$ cat src/rtl/assert_macros.svh
// ----------------------------------------------------------------------------
// Assertion macros
// Shared concurrent assertion forms, clocked on aclk.
// ----------------------------------------------------------------------------
`ifndef ASSERT_MACROS_SVH
`define ASSERT_MACROS_SVH

// Check a property while out of reset
`define GLI_ASSERT(label, prop, msg) \
    label: assert property (@(posedge aclk) disable iff (!aresetn) (prop)) else $error(msg);

// Check a property at every edge, reset included
`define GLI_ASSERT_ALWAYS(label, prop, msg) \
    label: assert property (@(posedge aclk) (prop)) else $error(msg);

`endif

$ cat src/rtl/gli_pkg.sv
// ----------------------------------------------------------------------------
// gli_pkg
// Sizes, field widths and codes shared by the grid inpainting block.
// ----------------------------------------------------------------------------
`timescale 1ns / 1ps

package gli_pkg;

    // Grid size limits
    localparam int MAX_WIDTH  = 256;
    localparam int MAX_HEIGHT = 256;

    // Field widths
    localparam int SAMPLE_W = 16;
    localparam int CFG_W    = 9;
    localparam int ADDR_W   = 2;

    // Position and count widths
    localparam int W_IDX_W = $clog2(MAX_WIDTH);
    localparam int H_IDX_W = $clog2(MAX_HEIGHT);
    localparam int W_CNT_W = $clog2(MAX_WIDTH + 1);
    localparam int H_CNT_W = $clog2(MAX_HEIGHT + 1);

    // Ramp span and numerator widths
    localparam int D_W   = (W_IDX_W > H_IDX_W) ? W_IDX_W : H_IDX_W;
    localparam int NUM_W = SAMPLE_W + D_W;

    // Register indexes
    typedef enum logic [ADDR_W-1:0] {
        REG_FRAME_WIDTH  = 2'd0,
        REG_FRAME_HEIGHT = 2'd1,
        REG_HORIZ_ENABLE = 2'd2,
        REG_VERT_ENABLE  = 2'd3
    } cfg_reg_t;

    // Command codes
    localparam logic CMD_LOAD  = 1'b0;
    localparam logic CMD_DRAIN = 1'b1;

endpackage

$ cat src/rtl/gli_div.sv
// ----------------------------------------------------------------------------
// gli_div
// Restoring serial divider: one quotient bit per cycle.
// ----------------------------------------------------------------------------
`timescale 1ns / 1ps

module gli_div import gli_pkg::*; (
    input  logic                aclk,
    input  logic                aresetn,
    input  logic                start,
    input  logic [NUM_W-1:0]    num,
    input  logic [D_W-1:0]      den,
    output logic                done,
    output logic [SAMPLE_W-1:0] quo
);

    localparam int CNT_W = $clog2(SAMPLE_W + 1);

    logic                busy_reg;
    logic                done_reg;
    logic [CNT_W-1:0]    cnt_reg;
    logic [D_W-1:0]      rem_reg;
    logic [D_W-1:0]      den_reg;
    logic [SAMPLE_W-1:0] quo_reg;

    logic [D_W:0]        trial;
    logic [D_W:0]        diff;
    logic                fits;
    logic [D_W-1:0]      rem_next;

    // Trial subtract of the divisor from the shifted remainder
    always_comb begin
        trial    = {rem_reg, quo_reg[SAMPLE_W-1]};
        diff     = trial - {1'b0, den_reg};
        fits     = (trial >= {1'b0, den_reg});
        rem_next = fits ? diff[D_W-1:0] : trial[D_W-1:0];
    end

    // Step counter and completion flag
    always_ff @(posedge aclk) begin
        if (!aresetn) begin
            busy_reg <= 1'b0;
            done_reg <= 1'b0;
            cnt_reg  <= '0;
        end else begin
            done_reg <= 1'b0;
            if (start) begin
                busy_reg <= 1'b1;
                cnt_reg  <= CNT_W'(SAMPLE_W);
            end else if (busy_reg) begin
                cnt_reg <= cnt_reg - CNT_W'(1);
                if (cnt_reg == CNT_W'(1)) begin
                    busy_reg <= 1'b0;
                    done_reg <= 1'b1;
                end
            end
        end
    end

    // Remainder and quotient shift; the top bits of the numerator stay below den
    always_ff @(posedge aclk) begin
        if (start) begin
            rem_reg <= num[NUM_W-1 -: D_W];
            quo_reg <= num[SAMPLE_W-1:0];
            den_reg <= den;
        end else if (busy_reg) begin
            rem_reg <= rem_next;
            quo_reg <= {quo_reg[SAMPLE_W-2:0], fits};
        end
    end

    assign done = done_reg;
    assign quo  = quo_reg;

endmodule

$ cat config.mk
export PLATFORM = sky130hd
export DESIGN_NAME = gli_div
export DESIGN_NICKNAME = d
export VERILOG_FILES = /design/src/rtl/assert_macros.svh /design/src/rtl/gli_pkg.sv /design/src/rtl/gli_div.sv
export SDC_FILE = /design/constraint.sdc
export NUM_CORES = 1
export LEC_CHECK = 0
export BUFFER_PORTS_ARGS = -buffer_cell sky130_fd_sc_hd__buf_4
export CAP_MARGIN = 20
export CORE_UTILIZATION = 53
export DETAILED_ROUTE_END_ITERATION = 8
export GPL_TIMING_DRIVEN = 0
export PLACE_DENSITY_LB_ADDON = 0.08
export SLEW_MARGIN = 40
export SYNTH_ARGS = -nofsm -noshare
export SYNTH_HDL_FRONTEND = slang
export SYNTH_SLANG_ARGS = --single-unit
$ cat constraint.sdc
create_clock -name aclk -period 2.2 [get_ports aclk]
set_input_delay 0.11 -clock aclk [delete_from_list [all_inputs] [get_ports aclk]]
set_output_delay 0.11 -clock aclk [all_outputs]
set_load 0.03 [all_outputs]
==> impl_results.md, run 1 <==
- Sequential area share after synthesis: 52.9%
- CTS tree: done
- All-Layer GR Usage: 23.9%
- Period utilization: 95.4%
- Synthesis Warnings: 0
- CP endpoint kind: flip-flop
- Startpoint types: flip-flop
- Setup violators final: 0
- Peak Freq: 477 MHz
- Remaining DRCs: 0
- Leakage: 0.00114 uW
- First-pass GRT wire length: 7480 um
- Worst slew pin tran: 0.567 ns
- Fillers: 266
- Yosys cell types: 40
- Critical Path RT: 2.24 ns
- Synth top area cells: edfxtp_1, mux2_2, dfxtp_1
- Die span in x: 64.6 um
- CTS Root Buffer Type: clkbuf_8
- Final instance area: 2720 um^2
- Placer congestion estimate: 0.789
- CP arrival: 2.14 ns
- Vias post-DR: 1,507
- EDFF count, synth: 32
- H-tree depth: 2
- Synthesis-to-layout area growth: 31.0%
- Vias per inst: 5.21
- Flip-flop and latch count after synthesis: 39
- Drt wl/cell: 15.6 um
- Final ANT Viol Nets: 0
- Most frequent cells after synthesis: edfxtp_1, inv_1, mux2_2
- Largest net degree at the start of global routing: 25
- PwrDens: 838 nW/um^2
- Initial antenna violation count: 0
- Post-route worst setup slack: 0.102 ns
- DP Worst Slack: 0.0601 ns
- Post-Route Skew: 0.00610 ns
- Sink Count: 39
- Max-slew headroom: 62.2%
- Vias in the first global route: 1,596
- Core area: 3720 um^2
- Ys async rst share: 0%
- Global route overflow: 0
- Initial Util: 56.0%
- Synth top area share: 46.2%
- Mean post-synth cell area: 12.0 um^2
- Die footprint: 4180 um^2
- Total power: 2280 uW
- I/O Pins: 52
- Slew Limit Fails: 0
- Post-Syn Instances: 173
- Syn nets: 219
- Inserted Diodes: 0
- Max reg flops: 16
- Max Buffers Root-to-Sink: 2
- PortBufs: 51
- VDD IR max: 0.489 mV
- Share of cells above drive strength 1: 40.7%
- First-pass DRT Iterations: 5
- Maxcap violations: 0
- CTS Buf Count: 5
- Most common cell in the synthesized netlist: edfxtp_1
- Synth area leader: edfxtp_1
- Fin crit period: 2.10 ns
- Area after DPL: 2520 um^2
- Initial DRC count: 105
- Status: finished clean
- Fin. Hold Viols: 0
- Ys flop type: edfxtp_1
- Post-DP HPWL: 3190 um
- Std-Cell Rows: 22
- Die span in y: 64.6 um
- Critical Setup Path Class: flip-flop to flip-flop
- CP Max Fanout: 4
- Worst-path clk slew: 0.08 ns
- Final nets: 286
- Detailed Route WL: 4520 um
- Hold Crit Class: input pin to flip-flop
- Syn Std Cell Area: 2080 um^2
- Later-pin clock latency in the skew report: 0.29 ns
==> placed cells by master (no fill, tap or decap), drive strengths merged, types with 2 or more instances in the layout <==
| cell | instances |
|---|---|
| clkbuf | 7 |
| xor2 | 3 |
| buf | 57 |
| nor3 | 7 |
| clkinv | 2 |
| mux2i | 2 |
| dlygate4sd3 | 8 |
| nand2 | 4 |
| nand2b | 2 |
| xnor2 | 4 |
| nor4 | 2 |
| a221o | 3 |
| inv | 16 |
| dfxtp | 7 |
| mux2 | 16 |
| or2 | 3 |
| edfxtp | 32 |
| a21oi | 14 |
| ha | 10 |
| nor2b | 10 |
| nand3 | 3 |
| nor2 | 10 |
| o21ai | 6 |
==> critical path, stage by stage, from the launching register on <==
cell	delay (ns)
edfxtp_1	0.39
inv_1	0.07
ha_2	0.21
fa_1	0.39
nand2b_1	0.20
a21oi_2	0.19
mux2i_1	0.20
a21o_2	0.14
a21oi_1	0.05
==> logic make-up after synthesis <==
family / Yosys count / synth area share (%)
xor gates and xnor gates: 7 / 2.95
AOI/OAI and AO/OA: 32 / 11.2
adders and majority gates: 11 / 6.98
and+or+nand+nor: 44 / 11.7
muxes: 18 / 9.63
buffers and inverters: 22 / 4.63
DFF: 39 / 52.9
==> layer usage <==
metal	track usage [%]	wire length, um
met5	0	0
met2	40.0	2340
met1	30.1	1930
met3	6.34	206
met4	7.78	46
==> stage by stage <==
stage	util (%)	hold slack, ns	TNS, ns	cells
4_1_cts	72.9	0.0422	0	288
5_1_grt	73.3	0.0396	-0.0140	289
3_3_place_gp	67.9	0.288	0	272
3_5_place_dp	67.9	0.290	0	272
2_1_floorplan	-	0.209	0	173
6_report	73.3	0.0453	0	289
==> path summary, 6_finish.rpt <==
| path | from | end | slack, ns | depth (start not counted) |
|---|---|---|---|---|
| setup / recovery | quo[15] | rem_reg[6] | 0.10 | 8 |
| hold / removal | aresetn | cnt_reg[4] | 0.05 | 2 |
| setup reg to reg | quo[15] | rem_reg[6] | 0.10 | 8 |
| hold reg to reg | cnt_reg[1] | cnt_reg[1] | 0.51 | 2 |
==> power by group <==
| part | switching (uW) | leakage (uW) | internal, uW | total, uW |
|---|---|---|---|---|
| clock network | 258 | 0.0000563 | 292 | 550 |
| logic | 416 | 0.000707 | 351 | 767 |
| registers | 52.5 | 0.000376 | 915 | 967 |
==> timing repair <==
action	CTS	global route
resized for setup	0	2
hold buffers	8	0
hold endpoints to repair	8	0
buffers inserted	0	1
setup endpoints to repair	0	2
==> layout make-up <==
cell class	count	area, um^2	area share (%)
sequential	39	1100	40.4
multi-input combinational	112	888	32.6
timing repair buffer	60	470	17.3
clock buffer	6	93.8	3.45
inverter	16	60.1	2.20
tap	48	60.1	2.20
buffer	6	36.3	1.33
clock inverter	2	13.8	0.505
(Power assumes the default switching activity.)
==> inputs of run 2 (changes only) <==
MAX_ROUTING_LAYER = met4   (was not set)
==> run 2 against run 1 <==
Net effect: final area is the same; die area is the same; non-clock buffer count is the same; via count shrank 0.13%; largest cell class unchanged; worst setup slack lost 0.0024 ns; critical path depth is the same; sequential cell count is the same; hold slack gained 0.0015 ns; final cell count is the same; clock power is essentially flat; sequential share of layout area is the same; count of clock-buffer cells in the layout is the same.
==> impl_results.md, run 2 (synthesis results as in run 1) <==
- Status: finished clean
- Sink Count: 39
- CTS tree: done
- Post-DP HPWL: 3190 um
- Die span in x: 64.6 um
- CP Max Fanout: 4
- Fin crit period: 2.10 ns
- Final ANT Viol Nets: 0
- All-Layer GR Usage: 24.7%
- CP arrival: 2.14 ns
- Initial antenna violation count: 0
- Startpoint types: flip-flop
- Die span in y: 64.6 um
- Placer congestion estimate: 0.800
- CTS Buf Count: 5
- Post-layout util: 73.3%
- Worst-path clk slew: 0.08 ns
- Worst slew pin tran: 0.566 ns
- Fin. Hold Viols: 0
- Commonest non-fill, non-tap cell in the layout: buf_4
- Post-Route Skew: 0.00581 ns
- Global route overflow: 0
- H-tree depth: 2
- Vias post-DR: 1,505
- Initial Util: 56.0%
- Peak Freq: 476 MHz
- Std-Cell Rows: 22
- Leakage: 0.00114 uW
- Most frequent cells in the layout: buf_4, edfxtp_1, inv_1, mux2_2
- I/O Pins: 52
- Final nets: 286
- Max Buffers Root-to-Sink: 2
- Die footprint: 4180 um^2
- Period utilization: 95.5%
- First-pass GRT wire length: 7500 um
- Vias per inst: 5.21
- Vias in the first global route: 1,597
- Critical Path RT: 2.24 ns
- CTS Root Buffer Type: clkbuf_8
- First-pass DRT Iterations: 4
- Sum Neg Setup Slack: 0 ns
- Synthesis-to-layout area growth: 31.0%
- Hold Crit Class: input pin to flip-flop
- Max-slew headroom: 62.3%
- Drt wl/cell: 15.6 um
- PwrDens: 838 nW/um^2
- Slew Limit Fails: 0
- Share of cells above drive strength 1: 40.7%
- Largest net degree at the start of global routing: 25
- Core area: 3720 um^2
- Remaining DRCs: 0
- CP endpoint kind: flip-flop
- Maxcap violations: 0
- Detailed Route WL: 4520 um
- Max reg flops: 16
- VDD IR max: 0.488 mV
- Critical Setup Path Class: flip-flop to flip-flop
- Initial DRC count: 100
- Setup violators final: 0
- Inserted Diodes: 0
- PortBufs: 51
- Later-pin clock latency in the skew report: 0.29 ns
[run 2: cell counts in the layout (fill, tap and decap cells not counted)]
Identical to the previous run, type by type.
[run 2: final timing paths]
check,from,end,slack (ns),depth (start not counted)
worst max-delay path,quo[15],rem_reg[6],0.1,8
worst min-delay path,aresetn,cnt_reg[4],0.05,2
worst max register to register,quo[15],rem_reg[6],0.1,8
worst min register to register,cnt_reg[1],cnt_reg[1],0.51,2
[run 2: per-stage QoR]
step / power, uW / worst slack (ns) / std cells / instance area, um^2 / hold slack [ns]
floorplan: 1500 / 0.0211 / 173 / 2080 / 0.209
global placement: 1690 / 0.0644 / 272 / 2520 / 0.288
detailed placement: 1720 / 0.0601 / 272 / 2520 / 0.290
CTS: 2290 / 0.0127 / 288 / 2710 / 0.0422
global route: 2400 / -0.0140 / 289 / 2720 / 0.0396
finish: 2280 / 0.0992 / 289 / 2720 / 0.0467
[run 2: final cells by class]
| class | count | area (um^2) |
|---|---|---|
| timing repair buffer | 60 | 470 |
| multi-input combinational | 112 | 888 |
| inverter | 16 | 60.1 |
| clock inverter | 2 | 13.8 |
| fill | 266 | 992 |
| clock buffer | 6 | 93.8 |
| buffer | 6 | 36.3 |
| sequential | 39 | 1100 |
| tap | 48 | 60.1 |
[run 2: critical path: stages, from the launching register on]
cell,delay [ns]
edfxtp_1,0.39
inv_1,0.08
ha_2,0.21
fa_1,0.39
nand2b_1,0.20
a21oi_2,0.19
mux2i_1,0.20
a21o_2,0.14
a21oi_1,0.05
[run 2: where the power goes]
| group | internal (uW) | switching, uW | total [uW] |
|---|---|---|---|
| Clock | 292 | 258 | 550 |
| Sequential | 915 | 52.6 | 967 |
| Combinational | 351 | 415 | 766 |
[run 2: timing repair]
action,CTS,global route
gates resized for setup,0,2
hold buffers,8,0
setup buffers,0,1
endpoints found under the hold margin,8,0
setup endpoints to repair,0,2
[run 2: metal layers]
layer | track usage (%) | part of all wire [%]
met2 | 39.9 | 52
met4 | 7.78 | 0.97
met5 | - | 0
met1 | 31.4 | 44
met3 | 5.11 | 3.3
==> inputs of run 3 (changes only) <==
CORE_UTILIZATION = 55   (was 53)
clock period = 2.6 ns   (was 2.2 ns; I/O delays follow)
==> run 3 against run 2 <==
Net effect: register-to-register slack gained 0.37 ns; critical path depth unchanged; combinational power is 18% lower; power shrank 17%; fmax decreased by 1.6%; clock skew up 0.0024 ns; sequential share of layout area is 1.4 points higher; die area down 3.5%; worst setup slack better by 0.37 ns; count of clock-buffer cells in the layout up 1; core utilization up 2.6 points; largest power group unchanged.
==> impl_results.md, run 3 (synthesis results as in run 1) <==
- Max-slew headroom: 63.0%
- # resized after CTS: 0
- Max Buffers Root-to-Sink: 2
- Drt wl/cell: 14.3 um
- Peak Freq: 469 MHz
- Leakage: 0.00111 uW
- Most frequent cells in the layout: buf_4, edfxtp_1, inv_1, mux2_2, a21oi_1
- Max reg flops: 16
- Critical Setup Path Class: flip-flop to flip-flop
- CP endpoint kind: flip-flop
- CTS Root Buffer Type: clkbuf_8
- Std-Cell Rows: 21
- Reg power frac: 43.2%
- Die footprint: 4030 um^2
- # placed instances: 270
- Post-Route Skew: 0.00818 ns
- Internal power: 1300 uW
- Fillers: 239
- Combinational share of power: 33.2%
- Initial Util: 60.0%
- CTS Hold Buffers Added: 0
- Commonest non-fill, non-tap cell in the layout: buf_4
- Maxcap violations: 0
- CTS Buf Count: 5
- Final ANT Viol Nets: 0
- Initial antenna violation count: 0
- Placer congestion estimate: 0.782
- Fin cells: 279
- VDD IR max: 0.473 mV
- Switching Share: 31.1%
- Setup violators final: 0
- Fin. Hold Viols: 0
- CTS tree: done
- I/O Pins: 52
- Status: finished clean
- Worst slew pin tran: 0.555 ns
- Total power: 1890 uW
- Detailed Route WL: 4000 um
- DP Worst Slack: 0.461 ns
- All-Layer GR Usage: 22.7%
- Setup Buffers After CTS: 0
- Die span in x: 63.5 um
- Remaining DRCs: 0
- H-tree depth: 2
- Vias per inst: 5.34
- PortBufs: 51
- Period utilization: 82.1%
- Later-pin clock latency in the skew report: 0.29 ns
- Final nets: 278
- Post-route worst setup slack: 0.466 ns
- Global route overflow: 0
- Sink Count: 39
- Synthesis-to-layout area growth: 26.6%
- CP arrival: 2.18 ns
- Die span in y: 63.5 um
- Share of cells above drive strength 1: 40.8%
- Area of the multi-input gates: 882 um^2
- Clock power frac: 23.6%
- Fin crit period: 2.13 ns
- CP Max Fanout: 4
- Worst-path clk slew: 0.08 ns
- Hold Slack: 0.00949 ns
- First-pass GRT wire length: 6800 um
- Sum Neg Setup Slack: 0 ns
- Vias post-DR: 1,490
- Slew Limit Fails: 0
- Core area: 3470 um^2
- Vias in the first global route: 1,539
- PwrDens: 718 nW/um^2
- Startpoint types: flip-flop
- Flop-to-flop setup slack: 0.47 ns
- Initial DRC count: 95
- First-pass DRT Iterations: 4
- Hold Crit Class: input pin to flip-flop
- Sequential cell area: 1100 um^2
- Inserted Diodes: 0
- Post-DP HPWL: 3030 um
- Critical Path RT: 2.65 ns
- Largest net degree at the start of global routing: 25
- NetSw: 587 uW
- RSZ-0062 raised after global routing: false
-- run 3: changes by cell type in the layout (fill, tap and decap cells not counted), sizes merged --
cell / change
buf: -1
inv: +1
clkbuf: +1
dlygate4sd3: -7
clkinv: -2
-- run 3: area by class of cell --
| class | count | area share, % |
|---|---|---|
| tap | 46 | 2.19 |
| inverter | 16 | 2.28 |
| timing repair buffer | 52 | 14.9 |
| clock inverter | 1 | 0.238 |
| buffer | 6 | 1.38 |
| clock buffer | 7 | 3.66 |
| sequential | 39 | 41.8 |
| multi-input combinational | 112 | 33.5 |
-- run 3: worst paths after layout --
path,start,end,depth (start not counted)
max reg2reg,quo[15],rem_reg[6],8
min,den[0],den_reg[0],1
max,quo[15],rem_reg[6],8
min reg2reg,cnt_reg[1],cnt_reg[1],2
-- run 3: power by group through the flow --
stage	combinational, uW	sequential, uW	clock (uW)
2_1_floorplan	399	874	0
3_3_place_gp	602	826	0
3_5_place_dp	623	828	0
4_1_cts	629	815	461
5_1_grt	694	826	475
6_report	628	815	446
-- run 3: stage by stage --
| stage | util [%] | instance area (um^2) |
|---|---|---|
| 2_1_floorplan | - | 2080 |
| 3_5_place_dp | 72.7 | 2520 |
| 3_3_place_gp | 72.7 | 2520 |
| 6_report | 75.9 | 2630 |
| 4_1_cts | 75.6 | 2620 |
| 5_1_grt | 75.9 | 2630 |
-- run 3: routing by layer --
layer,part of all wire (%),track usage (%)
met1,44,26.5
met2,50,37.9
met3,4.5,4.35
met4,1.8,10.2
met5,0,-
-- run 3: worst max-delay path, stage by stage, from the launching register on --
cell,delay [ns]
edfxtp_1,0.39
inv_1,0.06
ha_1,0.25
fa_1,0.40
nand2b_1,0.18
a21oi_1,0.22
mux2i_1,0.21
a21o_2,0.13
a21oi_1,0.05
